File: src/sv/tpte_pkg.sv
// ----------------------------------------------------------------------------
// tpte_pkg
// shared types and constants of the tape pulse encoder
// ----------------------------------------------------------------------------
`timescale 1ns / 1ps
`default_nettype none

package tpte_pkg;

    localparam int SAMPLE_W   = 16;
    localparam int CPS_W      = 24;
    localparam int CPS_FRAC   = 16;
    localparam int TAP_W      = 8;
    localparam int CFG_IDX_W  = 2;
    localparam int CFG_DATA_W = 24;
    localparam int DIV_W      = 17;
    localparam int QUEUE_DEPTH = 2;

    localparam int FRAC_BITS_DEF       = 8;
    localparam int TAP_UNIT_CYCLES_DEF = 8;
    localparam int POSITION_BITS_DEF   = 32;

    localparam logic [CFG_IDX_W-1:0] REG_UPPER = 2'd0;
    localparam logic [CFG_IDX_W-1:0] REG_LOWER = 2'd1;
    localparam logic [CFG_IDX_W-1:0] REG_CPS   = 2'd2;

    localparam logic signed [SAMPLE_W-1:0] UPPER_RST = 16'sd3277;
    localparam logic signed [SAMPLE_W-1:0] LOWER_RST = -16'sd3277;
    localparam logic [CPS_W-1:0]           CPS_RST   = 24'd1464154;

    localparam logic [CPS_W-1:0] CYCLE_MAX     = 24'hFFFFFF;
    localparam logic [TAP_W-1:0] TAP_LONG_MARK = 8'h00;

    // crossing fraction job: numerator below denominator, denominator nonzero
    typedef struct packed {
        logic [DIV_W-1:0] num;
        logic [DIV_W-1:0] den;
    } div_job_t;

endpackage

`default_nettype wire

File: src/sv/tpte_fifo.sv
// ----------------------------------------------------------------------------
// tpte_fifo
// short show-ahead queue between the flank detector and the pulse encoder
// ----------------------------------------------------------------------------
`timescale 1ns / 1ps
`default_nettype none

module tpte_fifo
    import tpte_pkg::*;
#(
    parameter int WIDTH = 8
)
(
    input  wire logic             clk,
    input  wire logic             rst_n,
    input  wire logic             wr_en,
    input  wire logic [WIDTH-1:0] wr_data,
    output logic                  full,
    input  wire logic             rd_en,
    output logic      [WIDTH-1:0] rd_data,
    output logic                  empty
);

    localparam int PTR_W = (QUEUE_DEPTH > 1) ? $clog2(QUEUE_DEPTH) : 1;
    localparam int CNT_W = $clog2(QUEUE_DEPTH + 1);

    logic [WIDTH-1:0] mem_reg [QUEUE_DEPTH];
    logic [PTR_W-1:0] wr_ptr_reg, wr_ptr_next;
    logic [PTR_W-1:0] rd_ptr_reg, rd_ptr_next;
    logic [CNT_W-1:0] count_reg, count_next;
    logic             do_wr, do_rd;

    assign full    = (count_reg == CNT_W'(QUEUE_DEPTH));
    assign empty   = (count_reg == '0);
    assign rd_data = mem_reg[rd_ptr_reg];
    assign do_wr   = wr_en && !full;
    assign do_rd   = rd_en && !empty;

    always_comb
    begin
        wr_ptr_next = wr_ptr_reg;
        rd_ptr_next = rd_ptr_reg;
        count_next  = count_reg;
        if (do_wr)
        begin
            wr_ptr_next = (wr_ptr_reg == PTR_W'(QUEUE_DEPTH - 1)) ? '0 : wr_ptr_reg + 1'b1;
        end
        if (do_rd)
        begin
            rd_ptr_next = (rd_ptr_reg == PTR_W'(QUEUE_DEPTH - 1)) ? '0 : rd_ptr_reg + 1'b1;
        end
        if (do_wr && !do_rd)
        begin
            count_next = count_reg + 1'b1;
        end
        else if (do_rd && !do_wr)
        begin
            count_next = count_reg - 1'b1;
        end
    end

    always_ff @(posedge clk or negedge rst_n)
    begin
        if (!rst_n)
        begin
            wr_ptr_reg <= '0;
            rd_ptr_reg <= '0;
            count_reg  <= '0;
        end
        else
        begin
            wr_ptr_reg <= wr_ptr_next;
            rd_ptr_reg <= rd_ptr_next;
            count_reg  <= count_next;
        end
    end

    always_ff @(posedge clk)
    begin
        if (do_wr)
        begin
            mem_reg[wr_ptr_reg] <= wr_data;
        end
    end

endmodule

`default_nettype wire

File: src/sv/tpte_front.sv
// ----------------------------------------------------------------------------
// tpte_front
// config registers, hysteresis comparator and down-flank detection
// ----------------------------------------------------------------------------
`timescale 1ns / 1ps
`default_nettype none

module tpte_front
    import tpte_pkg::*;
#(
    parameter int POSITION_BITS = POSITION_BITS_DEF
)
(
    input  wire logic                     clk,
    input  wire logic                     rst_n,
    input  wire logic                     s_axis_tvalid,
    output logic                          s_axis_tready,
    input  wire logic [SAMPLE_W-1:0]      s_axis_tdata,
    input  wire logic                     cfg_valid,
    output logic                          cfg_ready,
    input  wire logic [CFG_IDX_W-1:0]     cfg_index,
    input  wire logic [CFG_DATA_W-1:0]    cfg_data,
    output logic      [CPS_W-1:0]         cps,
    output logic                          job_valid,
    input  wire logic                     job_full,
    output div_job_t                      job,
    output logic      [POSITION_BITS-1:0] job_pos
);

    logic signed [SAMPLE_W-1:0] upper_reg, upper_next;
    logic signed [SAMPLE_W-1:0] lower_reg, lower_next;
    logic        [CPS_W-1:0]    cps_reg, cps_next;
    logic signed [SAMPLE_W-1:0] prev_reg, prev_next;
    logic                       above_reg, above_next;
    logic [POSITION_BITS-1:0]   pos_reg, pos_next;

    logic signed [SAMPLE_W-1:0] sample_s;
    logic                       accept, is_high, is_low, div_ok;
    logic        [DIV_W-1:0]    num_w, den_w;

    assign cfg_ready     = 1'b1;
    assign s_axis_tready = !job_full;
    assign accept        = s_axis_tvalid && !job_full;
    assign sample_s      = signed'(s_axis_tdata);
    assign is_high       = sample_s > upper_reg;
    assign is_low        = sample_s < lower_reg;
    assign cps           = cps_reg;

    // interpolation operands, forced to a zero fraction when out of range
    assign num_w  = {prev_reg[SAMPLE_W-1], prev_reg} - {lower_reg[SAMPLE_W-1], lower_reg};
    assign den_w  = {prev_reg[SAMPLE_W-1], prev_reg} - {sample_s[SAMPLE_W-1], sample_s};
    assign div_ok = !num_w[DIV_W-1] && !den_w[DIV_W-1] && (den_w != '0);

    assign job.num   = div_ok ? num_w : '0;
    assign job.den   = div_ok ? den_w : DIV_W'(1);
    assign job_pos   = pos_reg - {{(POSITION_BITS-1){1'b0}}, 1'b1};
    assign job_valid = accept && !is_high && is_low && above_reg;

    always_comb
    begin
        upper_next = upper_reg;
        lower_next = lower_reg;
        cps_next   = cps_reg;
        if (cfg_valid)
        begin
            case (cfg_index)
                REG_UPPER: upper_next = signed'(cfg_data[SAMPLE_W-1:0]);
                REG_LOWER: lower_next = signed'(cfg_data[SAMPLE_W-1:0]);
                REG_CPS:   cps_next   = cfg_data[CPS_W-1:0];
                default:   cps_next   = cps_reg;
            endcase
        end
    end

    always_comb
    begin
        prev_next  = prev_reg;
        above_next = above_reg;
        pos_next   = pos_reg;
        if (accept)
        begin
            if (is_high)
            begin
                above_next = 1'b1;
            end
            else if (is_low)
            begin
                above_next = 1'b0;
            end
            prev_next = sample_s;
            pos_next  = pos_reg + {{(POSITION_BITS-1){1'b0}}, 1'b1};
        end
    end

    always_ff @(posedge clk or negedge rst_n)
    begin
        if (!rst_n)
        begin
            upper_reg <= UPPER_RST;
            lower_reg <= LOWER_RST;
            cps_reg   <= CPS_RST;
            prev_reg  <= '0;
            above_reg <= 1'b0;
            pos_reg   <= '0;
        end
        else
        begin
            upper_reg <= upper_next;
            lower_reg <= lower_next;
            cps_reg   <= cps_next;
            prev_reg  <= prev_next;
            above_reg <= above_next;
            pos_reg   <= pos_next;
        end
    end

endmodule

`default_nettype wire

File: src/sv/tpte_back.sv
// ----------------------------------------------------------------------------
// tpte_back
// serial crossing divider, cycle scaler, length step and byte emitter
// ----------------------------------------------------------------------------
`timescale 1ns / 1ps
`default_nettype none

module tpte_back
    import tpte_pkg::*;
#(
    parameter int FRAC_BITS       = FRAC_BITS_DEF,
    parameter int TAP_UNIT_CYCLES = TAP_UNIT_CYCLES_DEF,
    parameter int POSITION_BITS   = POSITION_BITS_DEF
)
(
    input  wire logic                     clk,
    input  wire logic                     rst_n,
    input  wire logic                     job_empty,
    input  wire div_job_t                 job,
    input  wire logic [POSITION_BITS-1:0] job_pos,
    output logic                          job_pop,
    input  wire logic [CPS_W-1:0]         cps,
    output logic                          m_axis_tvalid,
    input  wire logic                     m_axis_tready,
    output logic      [TAP_W-1:0]         m_axis_tdata,
    output logic                          m_axis_tlast
);

    localparam int DW     = POSITION_BITS + FRAC_BITS;
    localparam int SH     = FRAC_BITS + CPS_FRAC;
    localparam int CW     = CPS_W + SH;
    localparam int SW     = ((CW + 1 > DW) ? CW + 1 : DW) + 1;
    localparam int NW     = CPS_W + 2;
    localparam int STEP_W = $clog2(NW);

    // pulse length by reciprocal multiplication, exact below the long-form limit
    localparam int DIVISOR = 2 * TAP_UNIT_CYCLES;
    localparam int DIV_SH  = $clog2(DIVISOR);
    localparam int LEN_N   = TAP_W + DIV_SH;
    localparam int RK      = LEN_N + DIV_SH;

    localparam logic [RK-1:0] RECIP      =
        RK'(((longint'(1) << RK) + longint'(DIVISOR) - 1) / longint'(DIVISOR));
    localparam logic [NW-1:0] LONG_LIMIT = NW'(DIVISOR << TAP_W);
    localparam logic [CW:0]   HALF       = {{(CW+1-SH){1'b0}}, 1'b1, {(SH-1){1'b0}}};

    localparam logic [2:0] ST_IDLE = 3'd0;
    localparam logic [2:0] ST_FRAC = 3'd1;
    localparam logic [2:0] ST_POS  = 3'd2;
    localparam logic [2:0] ST_MUL  = 3'd3;
    localparam logic [2:0] ST_RND  = 3'd4;
    localparam logic [2:0] ST_LEN  = 3'd5;
    localparam logic [2:0] ST_EMIT = 3'd6;

    logic [2:0]               state_reg, state_next;
    logic [STEP_W-1:0]        step_reg, step_next;
    logic [DIV_W-1:0]         rem_reg, rem_next;
    logic [DIV_W-1:0]         den_reg, den_next;
    logic [FRAC_BITS-1:0]     frac_reg, frac_next;
    logic [POSITION_BITS-1:0] spm1_reg, spm1_next;
    logic [DW-1:0]            last_reg, last_next;
    logic                     have_reg, have_next;
    logic [DW-1:0]            d_reg, d_next;
    logic [CW-1:0]            acc_reg, acc_next;
    logic                     sat_reg, sat_next;
    logic [CPS_W-1:0]         mul_reg, mul_next;
    logic [CPS_W-1:0]         cyc_reg, cyc_next;
    logic [NW-1:0]            nq_reg, nq_next;
    logic [1:0]               idx_reg, idx_next;
    logic                     long_reg, long_next;
    logic                     ovalid_reg, ovalid_next;
    logic [TAP_W-1:0]         obyte_reg, obyte_next;
    logic                     olast_reg, olast_next;

    logic [DIV_W:0]           rem_sh, rem_diff;
    logic                     rem_ge;
    logic [DW-1:0]            flank_pos;
    logic [SW-1:0]            mul_sum;
    logic [CW:0]              rnd_sum;
    logic [CPS_W:0]           cyc_wide;
    logic [CPS_W-1:0]         cyc_sat;
    logic [LEN_N+RK-1:0]      len_prod;
    logic                     len_long;
    logic                     load;
    logic [TAP_W-1:0]         sel_byte;
    logic                     sel_last;

    assign m_axis_tvalid = ovalid_reg;
    assign m_axis_tdata  = obyte_reg;
    assign m_axis_tlast  = olast_reg;
    assign job_pop       = (state_reg == ST_IDLE) && !job_empty;

    // restoring division step for the crossing fraction
    assign rem_sh   = {rem_reg, 1'b0};
    assign rem_ge   = rem_sh >= {1'b0, den_reg};
    assign rem_diff = rem_sh - {1'b0, den_reg};

    assign flank_pos = {spm1_reg, frac_reg};

    // msb-first shift-add, cps bit by bit
    assign mul_sum = {{(SW-CW-1){1'b0}}, acc_reg, 1'b0}
                   + (mul_reg[CPS_W-1] ? {{(SW-DW){1'b0}}, d_reg} : SW'(0));

    assign rnd_sum  = {1'b0, acc_reg} + HALF;
    assign cyc_wide = rnd_sum[CW:SH];
    assign cyc_sat  = (sat_reg || cyc_wide[CPS_W]) ? CYCLE_MAX : cyc_wide[CPS_W-1:0];

    // length = (2 * cycles + unit) / (2 * unit), only needed below the limit
    assign len_prod = {{RK{1'b0}}, nq_reg[LEN_N-1:0]} * {{LEN_N{1'b0}}, RECIP};
    assign len_long = nq_reg >= LONG_LIMIT;

    assign load = !ovalid_reg || m_axis_tready;

    always_comb
    begin
        case (idx_reg)
            2'd0:
            begin
                sel_byte = long_reg ? TAP_LONG_MARK : nq_reg[TAP_W-1:0];
                sel_last = !long_reg;
            end
            2'd1:
            begin
                sel_byte = cyc_reg[7:0];
                sel_last = 1'b0;
            end
            2'd2:
            begin
                sel_byte = cyc_reg[15:8];
                sel_last = 1'b0;
            end
            default:
            begin
                sel_byte = cyc_reg[23:16];
                sel_last = 1'b1;
            end
        endcase
    end

    always_comb
    begin
        state_next  = state_reg;
        step_next   = step_reg;
        rem_next    = rem_reg;
        den_next    = den_reg;
        frac_next   = frac_reg;
        spm1_next   = spm1_reg;
        last_next   = last_reg;
        have_next   = have_reg;
        d_next      = d_reg;
        acc_next    = acc_reg;
        sat_next    = sat_reg;
        mul_next    = mul_reg;
        cyc_next    = cyc_reg;
        nq_next     = nq_reg;
        idx_next    = idx_reg;
        long_next   = long_reg;
        ovalid_next = m_axis_tready ? 1'b0 : ovalid_reg;
        obyte_next  = obyte_reg;
        olast_next  = olast_reg;

        case (state_reg)
            ST_IDLE:
            begin
                if (!job_empty)
                begin
                    rem_next   = job.num;
                    den_next   = job.den;
                    spm1_next  = job_pos;
                    frac_next  = '0;
                    step_next  = '0;
                    state_next = ST_FRAC;
                end
            end
            ST_FRAC:
            begin
                rem_next  = rem_ge ? rem_diff[DIV_W-1:0] : rem_sh[DIV_W-1:0];
                frac_next = {frac_reg[FRAC_BITS-2:0], rem_ge};
                step_next = step_reg + 1'b1;
                if (step_reg == STEP_W'(FRAC_BITS - 1))
                begin
                    state_next = ST_POS;
                end
            end
            ST_POS:
            begin
                d_next    = flank_pos - last_reg;
                last_next = flank_pos;
                have_next = 1'b1;
                acc_next  = '0;
                sat_next  = 1'b0;
                mul_next  = cps;
                step_next = '0;
                // first flank only records its place
                state_next = have_reg ? ST_MUL : ST_IDLE;
            end
            ST_MUL:
            begin
                if (|mul_sum[SW-1:CW])
                begin
                    sat_next = 1'b1;
                end
                else
                begin
                    acc_next = mul_sum[CW-1:0];
                end
                mul_next  = {mul_reg[CPS_W-2:0], 1'b0};
                step_next = step_reg + 1'b1;
                if (step_reg == STEP_W'(CPS_W - 1))
                begin
                    state_next = ST_RND;
                end
            end
            ST_RND:
            begin
                cyc_next   = cyc_sat;
                nq_next    = {1'b0, cyc_sat, 1'b0} + NW'(TAP_UNIT_CYCLES);
                state_next = ST_LEN;
            end
            ST_LEN:
            begin
                nq_next    = {{(NW-LEN_N){1'b0}}, len_prod[LEN_N+RK-1:RK]};
                long_next  = len_long;
                idx_next   = '0;
                state_next = ST_EMIT;
            end
            ST_EMIT:
            begin
                if (load)
                begin
                    ovalid_next = 1'b1;
                    obyte_next  = sel_byte;
                    olast_next  = sel_last;
                    idx_next    = idx_reg + 1'b1;
                    if (sel_last)
                    begin
                        state_next = ST_IDLE;
                    end
                end
            end
            default:
            begin
                state_next = ST_IDLE;
            end
        endcase
    end

    always_ff @(posedge clk or negedge rst_n)
    begin
        if (!rst_n)
        begin
            state_reg  <= ST_IDLE;
            have_reg   <= 1'b0;
            ovalid_reg <= 1'b0;
            last_reg   <= '0;
        end
        else
        begin
            state_reg  <= state_next;
            have_reg   <= have_next;
            ovalid_reg <= ovalid_next;
            last_reg   <= last_next;
        end
    end

    always_ff @(posedge clk)
    begin
        step_reg  <= step_next;
        rem_reg   <= rem_next;
        den_reg   <= den_next;
        frac_reg  <= frac_next;
        spm1_reg  <= spm1_next;
        d_reg     <= d_next;
        acc_reg   <= acc_next;
        sat_reg   <= sat_next;
        mul_reg   <= mul_next;
        cyc_reg   <= cyc_next;
        nq_reg    <= nq_next;
        idx_reg   <= idx_next;
        long_reg  <= long_next;
        obyte_reg <= obyte_next;
        olast_reg <= olast_next;
    end

endmodule

`default_nettype wire

File: src/sv/tape_pulse_tap_encoder.sv
// ----------------------------------------------------------------------------
// tape_pulse_tap_encoder
// turns signed audio samples into tap v1 pulse-length bytes
// ----------------------------------------------------------------------------
// usage:
//   s_axis carries one 16-bit signed sample per transfer; m_axis carries one
//   tap byte per transfer, tlast marks the final byte of a pulse
//   cfg port writes upper threshold (0), lower threshold (1) and
//   cycles per sample (2, Q8.16); cfg_ready is always high
//   samples are taken one per cycle while the flank queue has room; a sample
//   without a down-flank costs nothing further
//   each down-flank holds the encoder for the pop, the bit-serial fraction
//   divider (FRAC_BITS steps), the position step, the 24-step cycle scaler,
//   the rounding and length steps and the emission of its bytes; a newer
//   flank waits in the queue until the encoder is back in idle
//   a short pulse gives one byte, a long one a zero byte and three count bytes
//   the first flank after reset gives no bytes
//   when m_axis stalls the byte holds in the output register; the queue
//   (two flanks deep) fills, then s_axis_tready drops
//   reset clears the comparator, sample counter and queue and loads the
//   default register values
// ----------------------------------------------------------------------------
`timescale 1ns / 1ps
`default_nettype none

module tape_pulse_tap_encoder
    import tpte_pkg::*;
#(
    parameter int FRAC_BITS       = FRAC_BITS_DEF,
    parameter int TAP_UNIT_CYCLES = TAP_UNIT_CYCLES_DEF,
    parameter int POSITION_BITS   = POSITION_BITS_DEF
)
(
    input  wire logic                  clk,
    input  wire logic                  rst_n,
    // sample stream
    input  wire logic                  s_axis_tvalid,
    output logic                       s_axis_tready,
    input  wire logic [SAMPLE_W-1:0]   s_axis_tdata,   // [15:0] sample
    // tap byte stream
    output logic                       m_axis_tvalid,
    input  wire logic                  m_axis_tready,
    output logic      [TAP_W-1:0]      m_axis_tdata,   // [7:0] tap_byte
    output logic                       m_axis_tlast,   // last_of_pulse
    // register writes
    input  wire logic                  cfg_valid,
    output logic                       cfg_ready,
    input  wire logic [CFG_IDX_W-1:0]  cfg_index,
    input  wire logic [CFG_DATA_W-1:0] cfg_data
);

    // queue entry: crossing operands plus the index of the previous sample
    localparam int JOB_W = $bits(div_job_t) + POSITION_BITS;

    logic                     push, full, pop, empty;
    div_job_t                 front_job, back_job;
    logic [POSITION_BITS-1:0] front_pos, back_pos;
    logic [CPS_W-1:0]         cps;
    logic [JOB_W-1:0]         q_wr, q_rd;

    // front: comparator and flank detection, one sample per cycle while the flank queue has room
    tpte_front #(
        .POSITION_BITS (POSITION_BITS)
    ) u_front (
        .clk           (clk),
        .rst_n         (rst_n),
        .s_axis_tvalid (s_axis_tvalid),
        .s_axis_tready (s_axis_tready),
        .s_axis_tdata  (s_axis_tdata),
        .cfg_valid     (cfg_valid),
        .cfg_ready     (cfg_ready),
        .cfg_index     (cfg_index),
        .cfg_data      (cfg_data),
        .cps           (cps),
        .job_valid     (push),
        .job_full      (full),
        .job           (front_job),
        .job_pos       (front_pos)
    );

    assign q_wr     = {front_pos, front_job};
    assign back_pos = q_rd[JOB_W-1:$bits(div_job_t)];
    assign back_job = q_rd[$bits(div_job_t)-1:0];

    // flank queue decouples detection from encoding
    tpte_fifo #(
        .WIDTH (JOB_W)
    ) u_queue (
        .clk     (clk),
        .rst_n   (rst_n),
        .wr_en   (push),
        .wr_data (q_wr),
        .full    (full),
        .rd_en   (pop),
        .rd_data (q_rd),
        .empty   (empty)
    );

    // back: interpolation, scaling and byte emission
    tpte_back #(
        .FRAC_BITS       (FRAC_BITS),
        .TAP_UNIT_CYCLES (TAP_UNIT_CYCLES),
        .POSITION_BITS   (POSITION_BITS)
    ) u_back (
        .clk           (clk),
        .rst_n         (rst_n),
        .job_empty     (empty),
        .job           (back_job),
        .job_pos       (back_pos),
        .job_pop       (pop),
        .cps           (cps),
        .m_axis_tvalid (m_axis_tvalid),
        .m_axis_tready (m_axis_tready),
        .m_axis_tdata  (m_axis_tdata),
        .m_axis_tlast  (m_axis_tlast)
    );

endmodule

`default_nettype wire

File: config.mk
export PLATFORM = sky130hd
export DESIGN_NAME = tape_pulse_tap_encoder
export DESIGN_NICKNAME = d
export VERILOG_FILES = /design/src/sv/tpte_pkg.sv /design/src/sv/tpte_fifo.sv /design/src/sv/tpte_front.sv /design/src/sv/tpte_back.sv /design/src/sv/tape_pulse_tap_encoder.sv
export SDC_FILE = /design/constraint.sdc
export NUM_CORES = 1
export LEC_CHECK = 0
export ABC_AREA = 1
export BUFFER_PORTS_ARGS = -buffer_cell sky130_fd_sc_hd__buf_2
export CAP_MARGIN = 20
export CORE_MARGIN = 10
export CORE_UTILIZATION = 57
export CTS_BUF_LIST = sky130_fd_sc_hd__clkbuf_4 sky130_fd_sc_hd__clkbuf_8
export CTS_CLUSTER_DIAMETER = 100
export DETAILED_ROUTE_END_ITERATION = 8
export GPL_ROUTABILITY_DRIVEN = 0
export PLACE_DENSITY_LB_ADDON = 0.25
export SLEW_MARGIN = 20
export SYNTH_ARGS = -nofsm -noshare
export SYNTH_HDL_FRONTEND = slang
export SYNTH_SLANG_ARGS = --single-unit
File: constraint.sdc
create_clock -name clk -period 6 [get_ports clk]
set_clock_uncertainty 0.2 [all_clocks]
set_input_delay 1.2 -clock clk [delete_from_list [all_inputs] [get_ports clk]]
set_output_delay 1.2 -clock clk [all_outputs]
set_load 0.05 [all_outputs]
==> results of run 1 <==
==> cell usage after synthesis, types with 12 or more instances <==
cell type and instances:
nand2_1 1060, inv_1 485, nor2_1 411, edfxtp_1 386, o21ai_0 235, a21oi_1 220, ha_1 168, nand3_1 166
dfrtp_1 125, xor2_1 96, clkbuf_1 73, nor3_1 54, nand4_1 51, xnor2_1 44, dfstp_2 29, nand3b_1 17
o21bai_1 17, nor2_2 13, nor4_1 13, a21o_1 12, a31oi_1 12
==> power groups by stage <==
stage / registers [W] / logic (W) / clock network [W]
floorplan: 0.00625 / 0.00697 / 0
global placement: 0.00653 / 0.00914 / 0
detailed placement: 0.00654 / 0.00930 / 0
CTS: 0.00648 / 0.00934 / 0.00361
global route: 0.00658 / 0.0107 / 0.00377
finish: 0.00650 / 0.00947 / 0.00354
==> cells by family after synthesis <==
logic type               after synthesis
AO/OA/AOI/OAI                        544
adder cells (fa/ha/maj)              173
AND/OR/NAND/NOR                     1828
flip-flops                           540
multiplexers                           8
buffers and inverters                575
other                                  2
XOR/XNOR                             140
==> routing by layer <==
metal  up-vias  GRT usage (%)
met2       783           36.4
met5         -              0
li1      12800              -
met1     11700           29.8
met4         6           8.53
met3       173           3.99
==> area by class of cell <==
type	count	area share, %
clock buffer	132	4.74
tap	748	2.68
sequential	540	44.4
timing repair buffer	79	1.38
antenna	2	0.0143
multi-input combinational	2698	40.5
inverter	494	5.32
clock inverter	40	0.961
==> worst paths after layout <==
| check | startpoint | slack, ps | endpoint |
|---|---|---|---|
| setup / recovery | u_back.mul_reg[23]$_DFFE_PP_ | 1640 | u_back.acc_reg[28]$_SDFFCE_PN0P_ |
| hold / removal | rst_n | 170 | u_front.pos_reg[26]$_DFFE_PN0P_ |
| setup reg to reg | u_back.mul_reg[23]$_DFFE_PP_ | 1640 | u_back.acc_reg[28]$_SDFFCE_PN0P_ |
| hold reg to reg | u_queue.wr_ptr_reg$_DFFE_PN0P_ | 280 | u_queue.wr_ptr_reg$_DFFE_PN0P_ |
| max in group asynchronous | rst_n | 4260 | u_front.prev_reg[15]$_DFFE_PN0P_ |
| min in group clk | u_queue.wr_ptr_reg$_DFFE_PN0P_ | 280 | u_queue.wr_ptr_reg$_DFFE_PN0P_ |
==> metrics by stage <==
step / std cells / instance area (sq um) / utilization (%) / power (W) / hold WS [ps]
floorplan: 3813 / 31800 / - / 0.0132 / 242
global placement: 4558 / 32900 / 59.7 / 0.0157 / 258
detailed placement: 4559 / 32900 / 59.7 / 0.0158 / 260
CTS: 4731 / 34900 / 63.3 / 0.0194 / 126
global route: 4731 / 34900 / 63.3 / 0.0210 / 139
finish: 4733 / 34900 / 63.3 / 0.0195 / 171
==> run_results.csv, run 1 <==
group,metric,value,unit
yosys,synth_largest_area_cell,"edfxtp_1",
setup_path,cp_num_buf_inv,3,
sta,fmax,0.229,GHz
yosys,synth.avg_cell_area,8.33,sq um
setup_path,cp-end-kind,"flop",
floorplan,fp.coreArea,55100,sq um
yosys,synth-compound-area-share,9.22,%
placed_design,hpwlAfterDp,56200,um
drt,routedWlPerCell,15.9,um
drt,wl_met3,4710,um
sta,finalCritPeriodShare,72.6,%
cts,postCtsSetupBuffers,0,
sta,finalSetupTns,0,ps
setup_path,cp.depth,16,
status,status,"completed",
yosys,synth_area_leaders,"edfxtp_1, nand2_1, dfrtp_1, ha_1, inv_1",
yosys,yosysSeqAreaShare,48.8,%
global_route,grt_max_degree,70,
floorplan,io_pins,59,
sta,finalHoldViolations,0,
yosys,postSynth.asyncResetShare,28.5,%
global_route,track_usage,22.5,%
yosys,syn_inst,3810,
cts,cts_buffer_depth,3,
cts,cts_tree,"built",
setup_path,cp_common_cell,"nand2_1",
sta,slew_headroom,35.6,%
global_route,grt_pass1_vias,24100,
cells_and_area,ff_latch_area,15500,sq um
pwr,switching_share,44.9,%
placed_design,placement.io_buffers,57,
drt,wl_met1,33500,um
sta,maxSlewViolCount,0,
setup_path,worstPathCellList,"nand2_1 -> inv_1 -> ha_1 -> fa_1 -> nand2_1 -> nand3_1 -> o21ai_0 -> inv_1 -> nand2_1 -> nand2_1 -> nand2_1 -> a21oi_1 -> nor2_1 -> nand3_1 -> o21ai_4 -> buf_12",
drt,drt_pass1_iterations,6,
drt,ant_nets,0,
drt,top_layer,"met5",
worst_hold_path,min_path_type,"input pin to async pin",
cts,cts_buffers,93,
setup_path,cp.required,6180,ps
pwr,vdd_drop_max,0.330,mV
pwr,power_frac_comb,48.6,%
floorplan,die_area,65500,sq um
floorplan,num_rows,86,
yosys,synth_edf_count,386,
cts,cts_htree_levels,3,
drt,route.detailed.drc,0,
yosys,synthesis.area,31700,sq um
cts,holdBufCountCts,0,
run,drv_cap,0,
cells_and_area,num-nets-final,4126,
global_route,antenna_found_initial,3,
global_route,grt_overflow,0,
drt,vias_per_cell,5.37,
setup_path,cp-start-kind,"flop",
cells_and_area,final_cell_mix,"nand2_1, inv_1, nor2_1",
pwr,intPower,0.0108,W
yosys,ys_types,54,
setup_path,crit_fanout,31,
drt,vias,25400,
global_route,grt_first_pass_wirelength,122000,um
setup_path,cp_top_family,"compound AO/OA/AOI/OAI gates",
cells_and_area,area_growth,9.91,%
cts,cts_sinks,540,
floorplan,start_util,57.6,%
pwr,power_frac_clock,18.1,%
yosys,yosys.area_share.simple,24.0,%
drt,wl_met2,34500,um
yosys,synth.area.mux_share,0.284,%
setup_path,slowest_delay,780,ps
pwr,p_per_area,559,nW/um^2
floorplan,die_x,256,um
pwr,switching_power,0.00875,W
placed_design,place_ws,1680,ps
yosys,synth_top_area_share,36.5,%
cts,clkSlewWorstSetupHoldPaths,60,ps
sta,tightestPinTransition,967,ps
setup_path,arrival,4530,ps
yosys,synthFlopType,"edfxtp_1",
cells_and_area,multiInputGateArea,14100,sq um
cells_and_area,final_common_cell,"nand2_1",
setup_path,crit_type,"flop to flop",
sta,min_period,4360,ps
drt,drtIter0Drc,2211,
floorplan,die-height,256,um
setup_path,crit_slowest_cell,"edfxtp_1",
sta,finalSetupViolations,0,
yosys,synthAdderAreaFrac,6.94,%
yosys,yosysWarnings,0,
yosys,synth-xor-area-share,3.86,%
yosys,synth_top_family_by_area,"simple AND/OR/NAND/NOR gates",
setup_path,ff2ff_path_depth,16,
sta,setup_ws,1640,ps
cts,cts_root_buf,"clkbuf_8",
cells_and_area,fillCellCount,4716,
cts,ctsResizeCount,0,
yosys,synth-seq-cells,540,
drt,wirelength,75300,um
sta,rsz0062_at_grt,"false",
pwr,power_frac_seq,33.3,%
cells_and_area,drive_gt1_share,8.64,%
pwr,leakagePower,15.8,nW
cts,clock_latency,710,ps
cells_and_area,largest_reg_flops,132,
No activity file was read; power rests on OpenSTA's default activity.
==> run 2: changes to the inputs <==
==> constraint.sdc (replaced) <==
create_clock -name clk -period 3.77 [get_ports clk]
set_clock_uncertainty 0.2 [all_clocks]
set_input_delay 0.754 -clock clk [delete_from_list [all_inputs] [get_ports clk]]
set_output_delay 0.754 -clock clk [all_outputs]
set_load 0.05 [all_outputs]
==> run_results.csv, run 2 (synthesis results as in run 1) <==
group,metric,value,unit
sta,rsz0062_at_grt,"false",
global_route,grt_pass1_vias,24300,
setup_path,cp_top_family,"simple AND/OR/NAND/NOR gates",
setup_path,cp_common_cell,"nand2_1",
cts,cts_htree_levels,3,
pwr,leakagePower,15.9,nW
placed_design,placement.io_buffers,57,
floorplan,num_rows,86,
placed_design,hpwlAfterDp,56100,um
cells_and_area,fin_area,35100,sq um
sta,tightestPinTransition,860,ps
pwr,switching_power,0.0141,W
pwr,power.total,0.0314,W
setup_path,slowest_delay,410,ps
floorplan,die_area,65500,sq um
pwr,power_frac_comb,49.6,%
floorplan,start_util,57.6,%
cts,clock_latency,720,ps
cts,cts_tree,"built",
setup_path,arrival,3660,ps
global_route,grt_max_degree,120,
global_route,track_usage,22.6,%
drt,wirelength,75900,um
floorplan,io_pins,59,
sta,slew_headroom,42.6,%
pwr,vdd_drop_max,0.502,mV
drt,drtIter0Drc,2251,
sta,finalSetupTns,0,ps
setup_path,cp_num_buf_inv,5,
setup_path,cp-start-kind,"flop",
setup_path,cp.required,3950,ps
cts,cts_root_buf,"clkbuf_8",
pwr,power_frac_seq,32.5,%
sta,min_period,3480,ps
run,drv_cap,0,
cts,clkSlewWorstSetupHoldPaths,60,ps
sta,finalCritPeriodShare,92.2,%
status,status,"completed",
sta,hold_ws,67.0,ps
cts,cts_buffer_depth,3,
sta,maxSlewViolCount,0,
pwr,power_frac_clock,17.9,%
cells_and_area,largest_reg_flops,132,
setup_path,worstPathCellList,"buf_12 -> nand2_1 -> inv_1 -> ha_1 -> fa_1 -> nand2_1 -> nand3_1 -> o21ai_2 -> inv_1 -> nand2_1 -> nand2_1 -> nand2_1 -> a21oi_1 -> nor2_1 -> nand3_1 -> o21ai_4 -> buf_12 -> clkbuf_16",
setup_path,crit_fanout,40,
pwr,switching_share,44.9,%
cells_and_area,drive_gt1_share,8.89,%
cells_and_area,final_common_cell,"nand2_1",
sta,fmax,0.288,GHz
worst_hold_path,min_path_type,"input pin to flop",
global_route,antenna_found_initial,2,
setup_path,crit_type,"flop to flop",
global_route,grt_overflow,0,
pwr,p_per_area,895,nW/um^2
pwr,intPower,0.0173,W
drt,vias_per_cell,5.38,
cts,cts_sinks,540,
cells_and_area,num-nets-final,4135,
cells_and_area,fillCellCount,4798,
floorplan,die_x,256,um
drt,routedWlPerCell,16.0,um
cells_and_area,area_growth,10.6,%
drt,vias,25500,
placed_design,place_area,33000,sq um
setup_path,crit_slowest_cell,"edfxtp_1",
cells_and_area,multiInputGateArea,14100,sq um
drt,drt_pass1_iterations,7,
drt,route.detailed.drc,0,
cells_and_area,final_cell_mix,"nand2_1, inv_1, nor2_1",
floorplan,fp.coreArea,55100,sq um
cts,cts_buffers,90,
sta,finalHoldViolations,0,
sta,finalSetupViolations,0,
floorplan,die-height,256,um
cells_and_area,ff_latch_area,15500,sq um
drt,ant_nets,0,
setup_path,cp-end-kind,"flop",
global_route,grt_first_pass_wirelength,122000,um
==> run 2: power by group through the flow <==
stage | combinational (W) | clock (W) | sequential, W
2_1_floorplan | 0.0111 | 0 | 0.00991
3_5_place_dp | 0.0151 | 0 | 0.0103
3_3_place_gp | 0.0148 | 0 | 0.0102
6_report | 0.0156 | 0.00563 | 0.0102
5_1_grt | 0.0174 | 0.00601 | 0.0103
4_1_cts | 0.0152 | 0.00574 | 0.0102
==> run 2: through the flow <==
step           instances  worst slack, ps  utilization [%]
2_1_floorplan       3813             11.2                -
3_3_place_gp        4566              305             59.9
3_5_place_dp        4566              248             59.9
4_1_cts             4737              226             63.6
5_1_grt             4742             26.3             63.7
6_report            4742              294             63.7
==> run 2: cell type report <==
type / instances / share of cell area (%)
diodes: 1 / 0.00713
clock buffers: 134 / 4.63
clock inverters: 36 / 1.07
inverters: 494 / 5.28
multi-input cells: 2698 / 40.3
flip-flops and latches: 540 / 44.1
well taps: 748 / 2.67
repair buffers: 91 / 1.96
==> run 2: metal layers <==
metal,part of all wire (%),track usage (%)
met3,6.3,3.90
met2,47,36.9
met1,44,29.8
met4,3.2,8.25
met5,0.017,0
==> run 2: final timing paths <==
| kind | start | end | slack (ps) | cells after the start |
|---|---|---|---|---|
| max | u_back.mul_reg[23]$_DFFE_PP_ | u_back.acc_reg[23]$_SDFFCE_PN0P_ | 290 | 18 |
| min | cfg_data[17] | u_front.cps[17]$_DFFE_PN1P_ | 70 | 2 |
| max reg2reg | u_back.mul_reg[23]$_DFFE_PP_ | u_back.acc_reg[23]$_SDFFCE_PN0P_ | 290 | 18 |
| min reg2reg | u_back.mul_reg[7]$_DFFE_PP_ | u_back.mul_reg[8]$_DFFE_PP_ | 290 | 2 |
| max in group asynchronous | rst_n | u_front.upper_reg[10]$_DFFE_PN1P_ | 2140 | 3 |
| min in group asynchronous | rst_n | u_front.cps[15]$_DFFE_PN0P_ | 420 | 2 |
==> run 2: repair_timing <==
item,CTS,global route
hold buffers,1,0
resized for setup,0,2
endpoints found under the setup margin,0,48
hold endpoints to repair,46,0
buffers inserted,0,1
